## src/sfr_pkg.sv

```systemverilog
// ----------------------------------------------------------------------------
// sfr_pkg: shared types and constants of the stream frame receiver
// Request and result types, register map, phase codes and the CRC16 step.
// ----------------------------------------------------------------------------
package sfr_pkg;

    localparam int PAYLOAD_LIMIT = 1024;
    localparam int LEN_W         = $clog2(PAYLOAD_LIMIT + 1);
    localparam int PADDR_W       = 4;
    localparam int PDATA_W       = 32;
    localparam int MAX_LEN_W     = 11;
    localparam int TO_W          = 16;

    localparam logic [7:0]           MAGIC_FIRST  = 8'hAB;
    localparam logic [7:0]           MAGIC_SECOND = 8'hCD;
    localparam logic [15:0]          CRC_POLY     = 16'h1021;
    localparam logic [MAX_LEN_W-1:0] MAX_LEN_RST  = 11'd1024;
    localparam logic [TO_W-1:0]      HUNT_TO_RST  = 16'd5000;
    localparam logic [TO_W-1:0]      HDR_TO_RST   = 16'd1000;
    localparam logic [TO_W-1:0]      PL_TO_RST    = 16'd5000;

    typedef enum logic [1:0] {
        REG_MAX_LEN    = 2'd0,
        REG_HUNT_TO    = 2'd1,
        REG_HDR_TO     = 2'd2,
        REG_PAYLOAD_TO = 2'd3
    } t_reg_idx;

    typedef enum logic {
        REQ_BYTE = 1'b0,
        REQ_TICK = 1'b1
    } t_req_type;

    typedef enum logic {
        KIND_PAYLOAD = 1'b0,
        KIND_VERDICT = 1'b1
    } t_kind;

    typedef enum logic [1:0] {
        ST_OK       = 2'd0,
        ST_CRC_ERR  = 2'd1,
        ST_TOO_LONG = 2'd2,
        ST_TIMEOUT  = 2'd3
    } t_status;

    typedef enum logic [2:0] {
        PH_HUNT_FIRST  = 3'd0,
        PH_HUNT_SECOND = 3'd1,
        PH_LEN_HI      = 3'd2,
        PH_LEN_LO      = 3'd3,
        PH_PAYLOAD     = 3'd4,
        PH_CRC_HI      = 3'd5,
        PH_CRC_LO      = 3'd6
    } t_phase;

    typedef struct packed {
        t_req_type  req_type;
        logic [7:0] rx_byte;
    } t_in_item;

    typedef struct packed {
        t_kind       kind;
        logic [7:0]  data_byte;
        t_status     status;
        logic [15:0] frame_len;
        logic        last;
    } t_out_item;

    typedef struct packed {
        logic [MAX_LEN_W-1:0] max_len;
        logic [TO_W-1:0]      hunt_timeout;
        logic [TO_W-1:0]      header_timeout;
        logic [TO_W-1:0]      payload_timeout;
    } t_cfg;

    function automatic logic [15:0] crc16_step(input logic [15:0] crc, input logic [7:0] b);
        logic [15:0] c;
        c = crc ^ {b, 8'h00};
        for (int i = 0; i < 8; i++) begin
            c = c[15] ? ((c << 1) ^ CRC_POLY) : (c << 1);
        end
        return c;
    endfunction

endpackage

```

## src/sfr_regs.sv

```systemverilog
// ----------------------------------------------------------------------------
// sfr_regs: configuration registers
// APB-style register file holding the length limit and the three timeouts.
// ----------------------------------------------------------------------------
module sfr_regs import sfr_pkg::*; (
    input  logic               i_clk,
    input  logic               i_rst_n,
    input  logic               psel,
    input  logic               penable,
    input  logic               pwrite,
    input  logic [PADDR_W-1:0] paddr,
    input  logic [PDATA_W-1:0] pwdata,
    output logic [PDATA_W-1:0] prdata,
    output logic               pready,
    output t_cfg               o_cfg
);

    t_cfg     r_cfg;
    t_reg_idx w_idx;
    logic     w_wr;

    assign pready = 1'b1;
    assign w_idx  = t_reg_idx'(paddr[PADDR_W-1:2]);
    assign w_wr   = psel && penable && pwrite;
    assign o_cfg  = r_cfg;

    always_ff @(posedge i_clk) begin
        if (!i_rst_n) begin
            r_cfg.max_len         <= MAX_LEN_RST;
            r_cfg.hunt_timeout    <= HUNT_TO_RST;
            r_cfg.header_timeout  <= HDR_TO_RST;
            r_cfg.payload_timeout <= PL_TO_RST;
        end else if (w_wr) begin
            case (w_idx)
                REG_MAX_LEN:    r_cfg.max_len         <= pwdata[MAX_LEN_W-1:0];
                REG_HUNT_TO:    r_cfg.hunt_timeout    <= pwdata[TO_W-1:0];
                REG_HDR_TO:     r_cfg.header_timeout  <= pwdata[TO_W-1:0];
                REG_PAYLOAD_TO: r_cfg.payload_timeout <= pwdata[TO_W-1:0];
                default: ;
            endcase
        end
    end

    always_comb begin
        case (w_idx)
            REG_MAX_LEN:    prdata = PDATA_W'(r_cfg.max_len);
            REG_HUNT_TO:    prdata = PDATA_W'(r_cfg.hunt_timeout);
            REG_HDR_TO:     prdata = PDATA_W'(r_cfg.header_timeout);
            REG_PAYLOAD_TO: prdata = PDATA_W'(r_cfg.payload_timeout);
            default:        prdata = '0;
        endcase
    end

endmodule

```

## src/sfr_core.sv

```systemverilog
// ----------------------------------------------------------------------------
// sfr_core: deframing state machine
// Hunts for the magic pair, reads the length, passes payload, checks CRC16.
// ----------------------------------------------------------------------------
module sfr_core import sfr_pkg::*; (
    input  logic      i_clk,
    input  logic      i_rst_n,
    input  logic      i_step,
    input  t_in_item  i_item,
    input  t_cfg      i_cfg,
    output logic      o_res_valid,
    output t_out_item o_res
);

    t_phase           r_phase, n_phase;
    logic [7:0]       r_len_hi, n_len_hi;
    logic [LEN_W-1:0] r_length, n_length;
    logic [LEN_W-1:0] r_byte_cnt, n_byte_cnt;
    logic [15:0]      r_crc, n_crc;
    logic [7:0]       r_crc_hi, n_crc_hi;
    logic [15:0]      r_tick, n_tick;

    logic [7:0]       w_b;
    logic [15:0]      w_len_full;
    logic [LEN_W-1:0] w_cnt_inc;
    logic [15:0]      w_tick_inc;
    logic [15:0]      w_limit;
    logic [15:0]      w_crc_next;

    assign w_b        = i_item.rx_byte;
    assign w_len_full = {r_len_hi, w_b};
    assign w_cnt_inc  = r_byte_cnt + LEN_W'(1);
    assign w_tick_inc = (r_tick != 16'hFFFF) ? r_tick + 16'd1 : r_tick;
    assign w_crc_next = crc16_step(r_crc, w_b);

    always_ff @(posedge i_clk) begin
        if (!i_rst_n) begin
            r_phase    <= PH_HUNT_FIRST;
            r_len_hi   <= '0;
            r_length   <= '0;
            r_byte_cnt <= '0;
            r_crc      <= '0;
            r_crc_hi   <= '0;
            r_tick     <= '0;
        end else if (i_step) begin
            r_phase    <= n_phase;
            r_len_hi   <= n_len_hi;
            r_length   <= n_length;
            r_byte_cnt <= n_byte_cnt;
            r_crc      <= n_crc;
            r_crc_hi   <= n_crc_hi;
            r_tick     <= n_tick;
        end
    end

    always_comb begin
        n_phase     = r_phase;
        n_len_hi    = r_len_hi;
        n_length    = r_length;
        n_byte_cnt  = r_byte_cnt;
        n_crc       = r_crc;
        n_crc_hi    = r_crc_hi;
        n_tick      = r_tick;
        o_res_valid = 1'b0;
        o_res       = '{kind: KIND_PAYLOAD, data_byte: 8'h00, status: ST_OK,
                        frame_len: 16'h0000, last: 1'b0};

        case (r_phase)
            PH_HUNT_FIRST, PH_HUNT_SECOND: w_limit = i_cfg.hunt_timeout;
            PH_LEN_HI, PH_LEN_LO:          w_limit = i_cfg.header_timeout;
            default:                       w_limit = i_cfg.payload_timeout;
        endcase

        if (i_item.req_type == REQ_TICK) begin
            n_tick = w_tick_inc;
            if (w_tick_inc >= w_limit) begin
                n_phase     = PH_HUNT_FIRST;
                n_tick      = '0;
                n_byte_cnt  = '0;
                n_crc       = '0;
                o_res_valid = 1'b1;
                o_res.kind  = KIND_VERDICT;
                o_res.status = ST_TIMEOUT;
                o_res.last  = 1'b1;
            end
        end else begin
            case (r_phase)
                PH_HUNT_FIRST: begin
                    if (w_b == MAGIC_FIRST) begin
                        n_crc   = crc16_step(16'h0000, MAGIC_FIRST);
                        n_phase = PH_HUNT_SECOND;
                    end
                end
                PH_HUNT_SECOND: begin
                    if (w_b == MAGIC_SECOND) begin
                        n_crc   = w_crc_next;
                        n_phase = PH_LEN_HI;
                        n_tick  = '0;
                    end else begin
                        n_phase = PH_HUNT_FIRST;
                    end
                end
                PH_LEN_HI: begin
                    n_crc    = w_crc_next;
                    n_len_hi = w_b;
                    n_phase  = PH_LEN_LO;
                    n_tick   = '0;
                end
                PH_LEN_LO: begin
                    n_crc = w_crc_next;
                    if (w_len_full > 16'(i_cfg.max_len) ||
                        w_len_full > 16'(PAYLOAD_LIMIT)) begin
                        n_phase         = PH_HUNT_FIRST;
                        n_tick          = '0;
                        n_byte_cnt      = '0;
                        n_crc           = '0;
                        o_res_valid     = 1'b1;
                        o_res.kind      = KIND_VERDICT;
                        o_res.status    = ST_TOO_LONG;
                        o_res.frame_len = w_len_full;
                        o_res.last      = 1'b1;
                    end else begin
                        n_length   = w_len_full[LEN_W-1:0];
                        n_byte_cnt = '0;
                        n_tick     = '0;
                        n_phase    = (w_len_full == 16'h0000) ? PH_CRC_HI : PH_PAYLOAD;
                    end
                end
                PH_PAYLOAD: begin
                    n_crc           = w_crc_next;
                    n_byte_cnt      = w_cnt_inc;
                    n_tick          = '0;
                    if (w_cnt_inc >= r_length) begin
                        n_phase = PH_CRC_HI;
                    end
                    o_res_valid     = 1'b1;
                    o_res.data_byte = w_b;
                end
                PH_CRC_HI: begin
                    n_crc_hi = w_b;
                    n_tick   = '0;
                    n_phase  = PH_CRC_LO;
                end
                default: begin
                    n_phase         = PH_HUNT_FIRST;
                    n_tick          = '0;
                    n_byte_cnt      = '0;
                    n_crc           = '0;
                    o_res_valid     = 1'b1;
                    o_res.kind      = KIND_VERDICT;
                    o_res.status    = ({r_crc_hi, w_b} == r_crc) ? ST_OK : ST_CRC_ERR;
                    o_res.frame_len = 16'(r_length);
                    o_res.last      = 1'b1;
                end
            endcase
        end
    end

    a_verdict_restarts: assert property (@(posedge i_clk) disable iff (!i_rst_n)
        (i_step && o_res_valid && o_res.last) |=> (r_phase == PH_HUNT_FIRST && r_tick == '0))
        else $error("verdict did not restart the hunt");

    a_payload_count: assert property (@(posedge i_clk) disable iff (!i_rst_n)
        (r_phase == PH_PAYLOAD) |-> (r_byte_cnt < r_length))
        else $error("payload count reached length without leaving payload phase");

    a_payload_len: assert property (@(posedge i_clk) disable iff (!i_rst_n)
        (r_phase == PH_PAYLOAD) |-> (r_length != '0 && 16'(r_length) <= 16'(PAYLOAD_LIMIT)))
        else $error("payload phase with an unaccepted length");

endmodule

```

## src/stream_frame_receiver.sv

```systemverilog
// ----------------------------------------------------------------------------
// stream_frame_receiver: magic/length/payload/CRC16 deframer
// Top level with input register, deframer core and two-entry result buffer.
// ----------------------------------------------------------------------------
// Requests arrive on the in channel (i_in_valid / o_in_ready / i_in_data):
// each is either one received byte or one time tick. Results leave on the
// out channel (o_out_valid / i_out_ready / o_out_data): payload bytes as they
// arrive, then one verdict per frame attempt (ok, CRC error, length too
// large or timeout). Consumers discard buffered payload unless the verdict
// is ok. Registers must be written through the APB-style port only while
// idle; the block itself does not enforce it. Throughput is one request per
// cycle while the result buffer has room. A request is held in the input
// register; the core handles it in a single pass and writes its result to
// the result buffer, which feeds the out channel. The two-entry result
// buffer decouples the sides: while the receiver stalls, requests that give
// no result keep flowing, and new requests stop only once the buffer is full.
// Reset is synchronous: registers return to their defaults, the hunt restarts
// and both buffers are emptied.
// ----------------------------------------------------------------------------
module stream_frame_receiver import sfr_pkg::*; (
    input  logic               i_clk,
    input  logic               i_rst_n,
    input  logic               i_in_valid,
    output logic               o_in_ready,
    input  t_in_item           i_in_data,
    output logic               o_out_valid,
    input  logic               i_out_ready,
    output t_out_item          o_out_data,
    input  logic               psel,
    input  logic               penable,
    input  logic               pwrite,
    input  logic [PADDR_W-1:0] paddr,
    input  logic [PDATA_W-1:0] pwdata,
    output logic [PDATA_W-1:0] prdata,
    output logic               pready
);

    t_cfg      w_cfg;
    logic      r_in_valid;
    t_in_item  r_in;
    logic      w_res_valid;
    t_out_item w_res;
    logic      w_adv;
    logic      w_push;
    logic      w_pop;
    logic      w_slot;
    logic [1:0] r_cnt, n_cnt;
    t_out_item r_q0, n_q0;
    t_out_item r_q1, n_q1;

    sfr_regs u_regs (
        .i_clk   (i_clk),
        .i_rst_n (i_rst_n),
        .psel    (psel),
        .penable (penable),
        .pwrite  (pwrite),
        .paddr   (paddr),
        .pwdata  (pwdata),
        .prdata  (prdata),
        .pready  (pready),
        .o_cfg   (w_cfg)
    );

    sfr_core u_core (
        .i_clk       (i_clk),
        .i_rst_n     (i_rst_n),
        .i_step      (w_adv),
        .i_item      (r_in),
        .i_cfg       (w_cfg),
        .o_res_valid (w_res_valid),
        .o_res       (w_res)
    );

    assign w_adv       = r_in_valid && (!w_res_valid || r_cnt != 2'd2);
    assign o_in_ready  = !r_in_valid || w_adv;
    assign w_push      = w_adv && w_res_valid;
    assign w_pop       = (r_cnt != 2'd0) && i_out_ready;
    assign o_out_valid = (r_cnt != 2'd0);
    assign o_out_data  = r_q0;

    always_ff @(posedge i_clk) begin
        if (!i_rst_n) begin
            r_in_valid <= 1'b0;
        end else if (i_in_valid && o_in_ready) begin
            r_in_valid <= 1'b1;
        end else if (w_adv) begin
            r_in_valid <= 1'b0;
        end
    end

    always_ff @(posedge i_clk) begin
        if (i_in_valid && o_in_ready) begin
            r_in <= i_in_data;
        end
    end

    always_ff @(posedge i_clk) begin
        if (!i_rst_n) begin
            r_cnt <= 2'd0;
        end else begin
            r_cnt <= n_cnt;
        end
    end

    always_ff @(posedge i_clk) begin
        r_q0 <= n_q0;
        r_q1 <= n_q1;
    end

    // advance the head on pop, write the new result behind what remains
    always_comb begin
        n_cnt  = r_cnt + {1'b0, w_push} - {1'b0, w_pop};
        n_q0   = r_q0;
        n_q1   = r_q1;
        w_slot = (r_cnt - {1'b0, w_pop}) != 2'd0;
        if (w_pop) begin
            n_q0 = r_q1;
        end
        if (w_push) begin
            if (w_slot) begin
                n_q1 = w_res;
            end else begin
                n_q0 = w_res;
            end
        end
    end

    a_buf_bound: assert property (@(posedge i_clk) disable iff (!i_rst_n)
        r_cnt <= 2'd2)
        else $error("result buffer overflow");

    a_payload_not_last: assert property (@(posedge i_clk) disable iff (!i_rst_n)
        (o_out_valid && o_out_data.kind == KIND_PAYLOAD) |->
            (!o_out_data.last && o_out_data.status == ST_OK && o_out_data.frame_len == 16'h0000))
        else $error("payload result carries verdict fields");

endmodule

```

## config.mk

```make
export PLATFORM = sky130hd
export DESIGN_NAME = stream_frame_receiver
export DESIGN_NICKNAME = d
export VERILOG_FILES = /design/src/sfr_pkg.sv /design/src/sfr_regs.sv /design/src/sfr_core.sv /design/src/stream_frame_receiver.sv
export SDC_FILE = /design/constraint.sdc
export NUM_CORES = 1
export LEC_CHECK = 0
export BUFFER_PORTS_ARGS = -buffer_cell sky130_fd_sc_hd__buf_2
export CELL_PAD_IN_SITES_DETAIL_PLACEMENT = 1
export CELL_PAD_IN_SITES_GLOBAL_PLACEMENT = 2
export CORE_MARGIN = 2
export CORE_UTILIZATION = 30
export CTS_BUF_LIST = sky130_fd_sc_hd__clkbuf_8 sky130_fd_sc_hd__clkbuf_16
export CTS_CLUSTER_SIZE = 12
export DETAILED_ROUTE_END_ITERATION = 8
export HOLD_SLACK_MARGIN = 0.05
export PLACE_DENSITY = 0.8
export SYNTH_ARGS = -nofsm -noshare
export SYNTH_HDL_FRONTEND = slang
export SYNTH_SLANG_ARGS = --single-unit
```

## constraint.sdc

```tcl
create_clock -name i_clk -period 6.9 [get_ports i_clk]
set_input_delay 0.345 -clock i_clk [delete_from_list [all_inputs] [get_ports i_clk]]
set_output_delay 0.345 -clock i_clk [all_outputs]
set_load 0.05 [all_outputs]
```

=== Yosys cells after proc, flatten, opt, wreduce, memory -nomap -nowiden ===
Cells that the tools add are included.

* Register bits after elaboration: 200
* Input bits: 52
* Output and inout port bits: 63
* Word-level logic and storage cells: 151

* Add/sub/neg operators: 5
* $lt $le $gt $ge: 4
* Equality and inequality tests: 20
* Multiplexer cells: 52
* Bitwise operators: 11
* Reductions and logical operators: 34

{| class="wikitable"
|+ Operators with widths
! kind !! count
|-
| 16-bit 2-to-1 mux || 10
|-
| 32-bit one-hot mux with 4 select lines || 1
|-
| 13-bit 2-to-1 mux || 8
|-
| 28-bit 2-to-1 mux || 3
|-
| 16-bit one-hot mux with 5 select lines || 1
|-
| 16-bit one-hot mux with 2 select lines || 2
|-
| 19-bit one-hot mux with 2 select lines || 1
|-
| 3-bit inverter || 8
|-
| 11-bit 2-to-1 mux || 2
|-
| 11-bit one-hot mux with 2 select lines || 1
|-
| 19-bit 2-to-1 mux || 1
|-
| 3-bit one-hot mux with 6 select lines || 1
|-
| 16-bit by 1-bit adder with 16-bit output (second input constant) || 1
|-
| 16-bit equality test || 1
|-
| 8-bit equality test (second input constant) || 2
|-
| 16-bit >= comparator || 1
|-
| 16-bit by 11-bit > comparator with 1-bit output || 1
|-
| 16-bit by 11-bit > comparator with 1-bit output (second input constant) || 1
|-
| 16-bit zero test || 1
|-
| 8-bit 2-to-1 mux || 2
|-
| 16-bit != test (second input constant) || 1
|-
| 16-bit XOR || 1
|-
| 3-bit 2-to-1 mux || 5
|-
| 3-bit AND reduction || 4
|-
| 28 further kinds || 66
|}

=== Depth between registers and ports, before layout ===
Gate-level depths: netlist (run 1).

* Depth in word-level cells: 20
* Gate-level depth with buffers: 18
* Mapped depth without buffers: 17

=== Modules after synthesis ===
From an unflattened synthesis (run 1), not the netlist that was laid out.

* Cells, all modules: 1134
* Area total of the unflattened synthesis: 11078.1 µm²

{| class="wikitable"
|+ By module, submodules not included
! module !! times used !! cells an instance !! area each (µm²) !! sequential area each (µm²)
|-
| sfr_core || 1 || 702 || 5585.4 || 1461.4
|-
| sfr_regs || 1 || 280 || 2849.0 || 1181.1
|-
| stream_frame_receiver || 1 || 152 || 2643.8 || 1731.7
|}

=== Worst setup path after synthesis (run 1) ===
OpenSTA, ideal clock, no wires.

* Path kind: register to register
* From: register u_core.r_phase[1]
* To: register r_q1[10] (netlist bit), enable pin
* Setup time: 453 ps
* Arrival time: 5146 ps
* Data required time: 6447 ps
* Path slack: 1301 ps
* Cell stages (with the launch flop): 14
* Buffers on the path: 3
* Clock period less this slack: 5599 ps
* Cells stage by stage: dfxtp_1 -> clkbuf_1 -> clkbuf_1 -> buf_1 -> mux2i_1 -> nor2_1 -> a21oi_1 -> ha_1 -> nand4_1 -> a2111oi_1 -> a21o_1 -> nand2_1 -> a31oi_1 -> a21boi_0

* Longest elaborated chain between the ends: 11
* Elaborated cells on any way between the ends: 18
* Classes of those cells: order compare: 1; eq/ne: 4; mux: 4; reduce/logical: 9

{| class="wikitable"
|+ RTL lines
! element !! line !! RTL
|-
| start, declared || sfr_core.sv:15 || <nowiki>t_phase r_phase, n_phase;</nowiki>
|-
| start signal, assigned || sfr_core.sv:46 || <nowiki>r_phase <= n_phase;</nowiki>
|-
| 3-bit by 2-bit equality test with 1-bit output (tied with other cells) || sfr_core.sv:68, sfr_core.sv:87 ||
|-
| 2-bit OR reduction || sfr_core.sv:68 || <nowiki>case (r_phase)</nowiki>
|-
| 16-bit one-hot mux with 2 select lines || sfr_core.sv:68 ||
|-
| 16-bit >= comparator || sfr_core.sv:76 || <nowiki>if (w_tick_inc >= w_limit) begin</nowiki>
|-
| 1-bit 2-to-1 mux || sfr_core.sv:76 ||
|-
| 1-bit 2-to-1 mux (*) || sfr_core.sv:74 || <nowiki>if (i_item.req_type == REQ_TICK) begin</nowiki>
|-
| 1-bit zero test || stream_frame_receiver.sv:74 || <nowiki>assign w_adv = r_in_valid && (!w_res_valid || r_cnt != 2'd2);</nowiki>
|-
| 1-bit logical OR || stream_frame_receiver.sv:74 ||
|-
| 1-bit logical AND || stream_frame_receiver.sv:74 ||
|-
| 1-bit logical AND (*) || stream_frame_receiver.sv:76 || <nowiki>assign w_push = w_adv && w_res_valid;</nowiki>
|-
| 2-bit AND reduction (no line) (*) || n/a ||
|-
| end signal, assigned || stream_frame_receiver.sv:107 || <nowiki>r_q1 <= n_q1;</nowiki>
|-
| end, declared || stream_frame_receiver.sv:49 || <nowiki>t_out_item r_q1, n_q1;</nowiki>
|}

Every way passes the cells marked *; elsewhere a longest branch is shown, timed or not.
A chain may end at the register's enable or synchronous reset.

=== Worst setup path after layout (run 1) ===
* From: register u_core.r_tick[0]
* To: output port o_in_ready

* Longest elaborated chain between the ends: 9
* Elaborated cells on any way between the ends: 10
* Classes of those cells: add/sub: 1; order compare: 1; eq/ne: 1; mux: 3; reduce/logical: 4

{| class="wikitable"
|+ RTL lines
! element !! line !! RTL
|-
| start, declared || sfr_core.sv:21 || <nowiki>logic [15:0] r_tick, n_tick;</nowiki>
|-
| start signal, assigned || sfr_core.sv:52 || <nowiki>r_tick <= n_tick;</nowiki>
|-
| 16-bit by 1-bit adder with 16-bit output / 16-bit != test (equally long branches) || sfr_core.sv:33 || <nowiki>assign w_tick_inc = (r_tick != 16'hFFFF) ? r_tick + 16'd1 : r_tick;</nowiki>
|-
| 16-bit 2-to-1 mux (*) || sfr_core.sv:33 ||
|-
| 16-bit >= comparator (*) || sfr_core.sv:76 ||
|-
| 1-bit 2-to-1 mux (*) || sfr_core.sv:76 ||
|-
| 1-bit 2-to-1 mux (*) || sfr_core.sv:74 ||
|-
| 1-bit zero test (*) || stream_frame_receiver.sv:74 ||
|-
| 1-bit logical OR (*) || stream_frame_receiver.sv:74 ||
|-
| 1-bit logical AND (*) || stream_frame_receiver.sv:74 ||
|-
| 1-bit logical OR (*) || stream_frame_receiver.sv:75 || <nowiki>assign o_in_ready = !r_in_valid || w_adv;</nowiki>
|-
| end, declared || stream_frame_receiver.sv:24 || <nowiki>output logic o_in_ready,</nowiki>
|}

Marks and branches as above.

==> results of run 1 <==
## cell type report
class,instances,area (µm²),area share
clock inverter,15,190,0.0163
timing repair buffer,93,508,0.0435
sequential,199,4340,0.372
tap,448,561,0.0480
clock buffer,17,425,0.0364
multi-input combinational,877,5500,0.471
inverter,38,143,0.0122
## synthesized netlist by cell type (4+ instances only)
master,number
nand2_1,214
dfxtp_1,163
a21oi_1,93
nand3_1,72
nor2_1,70
o21ai_0,65
clkbuf_1,52
mux2i_1,52
ha_1,42
edfxtp_1,36
inv_1,36
xor2_1,34
xnor2_1,28
a22o_1,23
buf_4,19
and3_1,14
nand4_1,14
mux4_2,11
buf_1,10
or3_1,10
and2_1,9
mux2_2,9
nor4_1,8
a211oi_1,7
buf_2,7
nor2b_1,7
nor3_1,7
o211ai_1,7
a21o_1,6
a31oi_1,6
or3b_1,5
or4_1,4
## repair_timing
item / 4_1_cts / 5_1_grt
resized for setup: 0 / 0
endpoints found under the hold margin: 3 / 0
hold buffers: 3 / 0
## critical path: stages (launching register included)
cell	delay, ns
dfxtp_1	0.42
ha_1	0.25
inv_1	0.05
nor3_1	0.38
nand2_1	0.19
nor3_1	0.25
mux2_2	0.39
ha_1	0.31
nand4_1	0.18
a2111oi_1	0.56
a21o_1	0.29
nand2_1	0.19
a311oi_1	0.49
inv_1	0.12
buf_2	0.23
## routing by layer
layer,up-vias,share of wire
met1,4182,0.49
met3,22,0.028
met4,0,0.011
met2,120,0.47
li1,4205,-
met5,-,0
## report_power, final
group	switching, mW	total, mW	internal (mW)
sequential	0.0678	1.34	1.28
combinational	0.523	0.696	0.174
clock	0.493	1.08	0.582
## registers in the layout, indices dropped and copies added, names as in the netlist
register / cells
u_regs.o_cfg: 59
o_out_data: 28
r_q1: 27
u_core.r_crc: 16
u_core.r_tick: 16
u_core.r_byte_cnt: 11
u_core.r_length: 11
r_in: 9
u_core.r_crc_hi: 8
u_core.r_len_hi: 8
u_core.r_phase: 3
r_cnt: 2
r_in_valid: 1
## metrics by stage
| stage | setup WS [ns] | hold slack (ns) |
|---|---|---|
| after floorplan | 1.30 | 0.444 |
| after global placement | 2.17 | 0.451 |
| after detailed placement | 2.02 | 0.463 |
| after CTS | 1.79 | 0.0505 |
| after global routing | 1.33 | 0.0637 |
| final | 1.80 | 0.0761 |
## final timing paths
path	startpoint	to	slack [ns]	depth (start not counted)
worst max-delay path	u_core.r_tick[0]$_SDFFE_PN0P_	o_in_ready	1.80	14
worst min-delay path	i_in_data[4]	r_in[4]$_DFFE_PP_	0.08	1
worst max register to register	u_core.r_tick[0]$_SDFFE_PN0P_	o_out_data[27]$_DFF_P_	1.96	14
worst min register to register	u_regs.o_cfg[0]$_SDFFE_PN0P_	u_regs.o_cfg[0]$_SDFFE_PN0P_	0.48	2
## cells by family after synthesis
family	count (synthesis)
muxes	72
buffers and inverters	128
xor gates and xnor gates	62
other	2
DFF	199
and+or+nand+nor	447
adders and majority gates	42
AOI/OAI and AO/OA	237
==> summary.md, run 1 <==
| Metric | Value |
|---|---|
| Yosys cell types | `63` |
| Leakage Power | `4.45 nW` |
| Register bit count reported by yosys | `199` |
| CTS tree | `done` |
| Sequential area share after synthesis | `0.420` |
| Global Route Usage Sum | `0.169` |
| CP Launch Type | `register` |
| Final min period | `5.10 ns` |
| Main area contributors after synthesis | `dfxtp_1 (32%), edfxtp_1 (10%), nand2_1 (7.8%), ha_1 (5.1%), mux2i_1 (5.0%)` |
| Post-Synth Adder-Cell Area | `0.0508` |
| Post-synth EDFFs | `36` |
| Initial antenna violation count | `1` |
| Cell Area, Placed | `11000 µm²` |
| Max frequency | `0.196 GHz` |
| Core ar. | `33700 µm²` |
| DRC violations left | `0` |
| Routed wire length per instance | `17.8 µm` |
| Clock Latency Late Sink | `0.45 ns` |
| Root buffer cell | `clkbuf_16` |
| Layout net count | `1320` |
| Top Usage Layer GRT | `met2` |
| # setup viols final | `0` |
| Top FF cell, synth | `dfxtp_1` |
| Most common cell after layout, fill and taps aside | `nand2_1` |
| Relative slew slack | `0.235` |
| Syn Std Cell Area | `10300 µm²` |
| H-tree levels | `4` |
| Asr flop ratio synth | `0` |
| Area growth syn-to-layout | `12.9%` |
| XOR/XNOR Fraction of Synth Area | `0.0525` |
| Synth Area in Compound Gates | `0.139` |
| Max VDD drop | `0.000181 V` |
| Syn Area/Cell | `8.70 µm²` |
| IO buf count | `79` |
| Largest net degree at the start of global routing | `60` |
| Pins over their slew limit | `0` |
| Clk_skew | `0.0144 ns` |
| GR Util met1 | `0.224` |
| Die height | `190 µm` |
| Final Cycle Share | `0.739` |
| Vias in the first global route | `8660` |
| Pwr Total | `3.12 mW` |
| Placer Congestion | `0.771` |
| GR Layer Usage met3 | `0.0267` |
| Worst EP required | `6.55 ns` |
| YS warnings | `0` |
| Reg clk slew, reported paths | `0.08 ns` |
| CTS Sinks | `199` |
| Largest family of logic cells by synthesized area | `simple AND/OR/NAND/NOR gates` |
| Setup TNS | `0 ns` |
| Met2 Track Usage GR | `0.288` |
| GR Overflow Total | `0` |
| Share of cells above drive strength 1 | `0.125` |
| Post-DP HPWL | `20.9 mm` |
| Final Cell Area | `11700 µm²` |
| Max Cap Viol | `0` |
| Post-synthesis simple-gate area fraction | `0.197` |
| Num rows | `67` |
| Most frequent cells in the layout | `nand2_1 (214), dfxtp_1 (163), a21oi_1 (93), buf_2 (79), nand3_1 (72)` |
| Yosys top cell area share | `0.316` |
| DRT antenna net count | `0` |
| Pre-antenna DRT Iters | `5` |
| Worst Tran Pin Value | `1.15 ns` |
| Fill cells | `3982` |
| Ant diodes | `0` |
| Die width | `190 µm` |
| Cts bufs inserted | `17` |
| Initial DRC count | `320` |
| Fin util | `0.346` |
| Synth Instances | `1189` |
| Post-synthesis mux area share | `0.0841` |
| Starting Density | `0.307` |
| Hold Fails Final Rpt | `0` |
| Hold Path Class | `in -> reg` |
| Area of the die | `36000 µm²` |
| Clk buf depth | `2` |
| Placed Cells | `1652` |
| First-pass GRT wire length | `48.0 mm` |
| Setup bufs post-CTS | `0` |
| Cell Pwr Density | `267 nW/µm²` |
| CP endpoint kind | `output pin` |
| I/O pin count | `115` |
| Vias per cell | `5.06` |
| RSZ-0062 raised after global routing | `false` |
| Data arrival, critical path | `4.75 ns` |
| Post-Route WL | `30.0 mm` |
| Status | `complete, no violations` |
| Yosys top cell by area | `dfxtp_1` |
| Crit-path max FO | `5` |
| Final Non-Filler Cells | `1687` |
| Overall via count from detail_route | `8529` |
| Kind of critical path | `reg -> out` |
Note: power is estimated with default switching activity, not from simulation.
==> inputs of run 2 (changes only) <==
PLACE_DENSITY = 0.83   (was 0.8)
clock period = 4.3 ns   (was 6.9 ns; I/O delays follow)
==> run 2 against run 1 <==
Compared with the run above: non-clock buffer count rose by 58; clock power grew 62%; die area stayed put; wire length increased by 0.35%.
==> summary.md, run 2 (synthesis results as in run 1) <==
| Metric | Value |
|---|---|
| Data arrival, critical path | `4.53 ns` |
| Leakage Power | `4.76 nW` |
| Most frequent cells in the layout | `nand2_1 (212), dfxtp_1 (158), a21oi_1 (93), buf_2 (78)` |
| FF+latch area | `4360 µm²` |
| DRT antenna net count | `0` |
| Hold path startpoint | `i_out_ready` |
| Reg2reg start | `u_core.r_tick[6]$_SDFFE_PN0P_` |
| Vias in the first global route | `8802` |
| Pins over their slew limit | `0` |
| Worst Tran Pin Value | `1.16 ns` |
| Cell Area, Placed | `11300 µm²` |
| Final Cycle Share | `0.966` |
| H-tree levels | `4` |
| CP top delay family | `simple AND/OR/NAND/NOR gates` |
| Cell Pwr Density | `409 nW/µm²` |
| Fill cells | `3987` |
| Worst EP required | `4.68 ns` |
| CTS tree | `done` |
| First-pass GRT wire length | `47.9 mm` |
| Num rows | `67` |
| # setup viols final | `0` |
| DRC violations left | `0` |
| GR Overflow Total | `0` |
| Kind of critical path | `reg -> reg` |
| Post-DP HPWL | `21.1 mm` |
| CTS Sinks | `199` |
| I/O pin count | `115` |
| Root buffer cell | `clkbuf_16` |
| Multi-input logic area | `5590 µm²` |
| CP max stage delay | `0.52 ns` |
| IO buf count | `79` |
| Pre-antenna DRT Iters | `4` |
| Share of cells above drive strength 1 | `0.160` |
| Max Cap Viol | `0` |
| Core ar. | `33700 µm²` |
| Clk_skew | `0.0138 ns` |
| Hold Fails Final Rpt | `0` |
| Final min period | `4.15 ns` |
| Critical-path cell list | `nand4_1, nor3_4, buf_4, nand3_2, nand4_1, nor2_1, xor2_1, ha_1, a21oi_1, o21bai_1, a2111o_1, a21o_1, buf_4, a22oi_2, nand2_2, or4b_1, a31oi_1` |
| Overall via count from detail_route | `8762` |
| Placer Congestion | `0.801` |
| Placed Cells | `1681` |
| Hold Path Class | `in -> reg` |
| Starting Density | `0.307` |
| Reg clk slew, reported paths | `0.08 ns` |
| Max VDD drop | `0.000348 V` |
| Crit-path max FO | `5` |
| Initial antenna violation count | `0` |
| Post-Route WL | `30.1 mm` |
| Vias per cell | `5.02` |
| Cts bufs inserted | `17` |
| Relative slew slack | `0.226` |
| Layout net count | `1378` |
| Ant diodes | `0` |
| Final Non-Filler Cells | `1745` |
| Final Cell Area | `12300 µm²` |
| CP Launch Type | `register` |
| CP endpoint kind | `register` |
| Area growth syn-to-layout | `19.3%` |
| Initial DRC count | `332` |
| Global Route Usage Sum | `0.169` |
| Status | `complete, no violations` |
| Clock Latency Late Sink | `0.46 ns` |
| Die width | `190 µm` |
| Routed wire length per instance | `17.2 µm` |
| Max reg flops | `59` |
| Clk buf depth | `2` |
| Area of the die | `36000 µm²` |
| CP Buf/Inv Count | `2` |
| Max frequency | `0.241 GHz` |
| Crit-path slowest cell | `or4b_1` |
| Die height | `190 µm` |
| Worst setup path start | `u_core.r_tick[6]$_SDFFE_PN0P_` |
| Largest net degree at the start of global routing | `70` |
| Most common cell after layout, fill and taps aside | `nand2_1` |
==> run 2: stage by stage <==
stage / hold WS [ns] / util / worst slack (ns) / power, mW / setup TNS (ns)
finish: 0.210 / 0.366 / 0.148 / 5.05 / 0
global route: 0.253 / 0.366 / -0.100 / 5.26 / -0.325
CTS: 0.192 / 0.363 / 0.0286 / 5.10 / 0
detailed placement: 0.394 / 0.335 / 0.0160 / 3.33 / 0
global placement: 0.395 / 0.335 / 0.109 / 3.31 / 0
floorplan: 0.314 / - / 0.227 / 3.05 / 0
==> run 2: worst register-to-register path, cell delays in order (launching register included) <==
cell and delay [ns]:
dfxtp_4 0.38, nand4_1 0.23, nor3_4 0.26, buf_4 0.15, nand3_2 0.13, nand4_1 0.15, nor2_1 0.06, xor2_1 0.21
ha_1 0.28, a21oi_1 0.19, o21bai_1 0.11, a2111o_1 0.44, a21o_1 0.22, buf_4 0.15, a22oi_2 0.31, nand2_2 0.13
or4b_1 0.52, a31oi_1 0.16
==> run 2: repair_timing <==
| action | 4_1_cts | 5_1_grt |
|---|---|---|
| hold buffers | 26 | 0 |
| resized for setup | 3 | 21 |
| endpoints found under the hold margin | 65 | 0 |
| setup buffers | 1 | 5 |
| endpoints found under the setup margin | 2 | 92 |
| pin swaps | 1 | 10 |
==> run 2: routing by layer <==
layer	vias to the layer above	GRT usage	wire length, µm
met5	-	0	0
met4	0	0.0549	567
met3	41	0.0267	967
met2	167	0.279	14000
met1	4232	0.226	14500
li1	4322	-	-
==> run 2: area by class of cell <==
class / instances / area share
tap: 448 / 0.0454
inverter: 38 / 0.0116
timing repair buffer: 151 / 0.0854
multi-input combinational: 877 / 0.453
clock inverter: 15 / 0.0172
sequential: 199 / 0.353
clock buffer: 17 / 0.0345
==> run 2: final timing paths <==
path	to	slack [ns]	depth (start not counted)
setup / recovery	u_core.r_tick[6]$_SDFFE_PN0P_	0.15	17
hold reg to reg	o_out_data[0]$_DFF_P_	0.46	2
setup reg to reg	u_core.r_tick[6]$_SDFFE_PN0P_	0.15	17
hold / removal	o_out_data[0]$_DFF_P_	0.21	4
==> run 2: where the power goes <==
group / switching (mW) / total, mW / internal [mW]
clock: 0.889 / 1.75 / 0.859
sequential: 0.0850 / 2.13 / 2.05
combinational: 0.862 / 1.17 / 0.307
==> inputs of run 3 (changes only) <==
REMOVE_ABC_BUFFERS = 1   (was default)
==> run 3 against run 2 <==
Compared with the run above: sequential cell count stayed put; clock skew about the same; register-to-register slack is essentially flat; critical path type unchanged.
==> summary.md, run 3 (synthesis results as in run 1) <==
| Metric | Value |
|---|---|
| Pins over their slew limit | `0` |
| Cts bufs inserted | `17` |
| Reg2reg start | `u_core.r_tick[0]$_SDFFE_PN0P_` |
| Worst setup path start | `u_core.r_tick[0]$_SDFFE_PN0P_` |
| DRC violations left | `0` |
| Cell Area, Placed | `11400 µm²` |
| DRT antenna net count | `0` |
| Vias per cell | `5.08` |
| Hold Path Class | `in -> reg` |
| Max Cap Viol | `0` |
| Final Cell Area | `12300 µm²` |
| Routed wire length per instance | `17.7 µm` |
| Overall via count from detail_route | `8885` |
| Hold path startpoint | `pwdata[0]` |
| I/O pin count | `115` |
| Crit-path slowest cell | `nor2b_1` |
| Data arrival, critical path | `4.21 ns` |
| Post-Route WL | `30.9 mm` |
| CP Launch Type | `register` |
| Initial antenna violation count | `1` |
| Final Non-Filler Cells | `1750` |
| Area growth syn-to-layout | `19.0%` |
| CP endpoint kind | `register` |
| Die height | `190 µm` |
| Clk buf depth | `2` |
| Reg clk slew, reported paths | `0.07 ns` |
| Root buffer cell | `clkbuf_16` |
| Pwr Total | `5.00 mW` |
| Largest net degree at the start of global routing | `73` |
| Most frequent cells in the layout | `nand2_1 (214), dfxtp_1 (163), a21oi_1 (93), buf_2 (78), nand3_1 (72)` |
| Area of the die | `36000 µm²` |
| Relative slew slack | `0.215` |
| Leakage Power | `4.77 nW` |
| CP top delay family | `simple AND/OR/NAND/NOR gates` |
| Cell Pwr Density | `406 nW/µm²` |
| Most common cell after layout, fill and taps aside | `nand2_1` |
| Num rows | `67` |
| CTS tree | `done` |
| Pre-antenna DRT Iters | `5` |
| Initial DRC count | `356` |
| Final Cycle Share | `0.963` |
| Worst Tran Pin Value | `1.18 ns` |
| CTS Sinks | `199` |
| IO buf count | `79` |
| Core ar. | `33700 µm²` |
| GR Overflow Total | `0` |
| CP max stage delay | `0.77 ns` |
| Layout net count | `1382` |
| Vias in the first global route | `9135` |
| Placer Congestion | `0.819` |
| Hold Fails Final Rpt | `0` |
| Final min period | `4.14 ns` |
| RSZ-0062 raised after global routing | `true` |
| First-pass GRT wire length | `49.3 mm` |
| Max reg flops | `59` |
| Die width | `190 µm` |
| CP Buf/Inv Count | `2` |
| Max VDD drop | `0.000336 V` |
| # setup viols final | `0` |
| Global Route Usage Sum | `0.174` |
| Starting Density | `0.307` |
| Max frequency | `0.241 GHz` |
| H-tree levels | `4` |
| Status | `complete, no violations` |
| Post-DP HPWL | `21.3 mm` |
| Kind of critical path | `reg -> reg` |
| Clk_skew | `0.0141 ns` |
| Worst EP required | `4.37 ns` |
| Critical-path cell list | `ha_1, inv_1, nor3_1, buf_4, nand2_1, nor3_2, mux2_2, ha_1, nand4_1, a211oi_1, a2111o_1, a21o_1, nand2_1, a311oi_2, nor2b_1` |
| Setup TNS | `0 ns` |
| Crit-path max FO | `9` |
| Clock Latency Late Sink | `0.45 ns` |
| Placed Cells | `1691` |
| Share of cells above drive strength 1 | `0.153` |
-- run 3: area by class of cell --
| type | count | area [µm²] |
|---|---|---|
| Clock inverter | 12 | 120 |
| Timing Repair Buffer | 155 | 1120 |
| Fill cell | 3994 | 21400 |
| Multi-Input combinational cell | 877 | 5530 |
| Tap cell | 448 | 561 |
| Inverter | 38 | 143 |
| Antenna cell | 1 | 2.50 |
| Clock buffer | 20 | 489 |
| Sequential cell | 199 | 4340 |
-- run 3: power by group --
group	internal (mW)	switching, mW	leakage, nW	total (mW)
clock	0.940	0.751	0.313	1.69
combinational	0.305	0.871	2.85	1.18
sequential	2.05	0.0840	1.61	2.13
-- run 3: timing repair --
action,CTS,global route
hold buffers,24,0
setup buffers,0,2
resized for setup,2,4
setup endpoints to repair,1,26
pin swaps,0,3
hold endpoints to repair,57,0
-- run 3: per-stage QoR --
stage / hold slack, ns / setup slack, ns / utilization
after global placement: 0.397 / 0.248 / 0.339
after detailed placement: 0.397 / 0.134 / 0.339
after global routing: 0.0791 / -0.0898 / 0.365
after CTS: 0.0592 / 0.0378 / 0.364
after floorplan: 0.287 / -1.13 / -
final: 0.0829 / 0.159 / 0.365
-- run 3: worst reg2reg max path, cell delays in order, from the launching register on --
cell      delay (ns)
dfxtp_1         0.34
ha_1            0.17
inv_1           0.04
nor3_1          0.19
buf_4           0.16
nand2_1         0.12
nor3_2          0.19
mux2_2          0.37
ha_1            0.31
nand4_1         0.16
a211oi_1        0.08
a2111o_1        0.44
a21o_1          0.21
nand2_1         0.11
a311oi_2        0.11
nor2b_1         0.77
-- run 3: path summary, 6_finish.rpt --
kind / endpoint / slack [ns] / cells after the start
hold reg to reg: o_out_data[0]$_DFF_P_ / 0.45 / 2
setup reg to reg: r_in[8]$_DFFE_PP_ / 0.16 / 15
setup / recovery: r_in[8]$_DFFE_PP_ / 0.16 / 15
hold / removal: u_regs.o_cfg[0]$_SDFFE_PN0P_ / 0.08 / 3
-- run 3: layer usage --
metal,up-vias,global-route usage,wire length [µm]
met1,4368,0.220,14100
li1,4325,-,-
met2,156,0.306,15300
met5,-,0,0
met3,36,0.0232,960
met4,0,0.0596,637
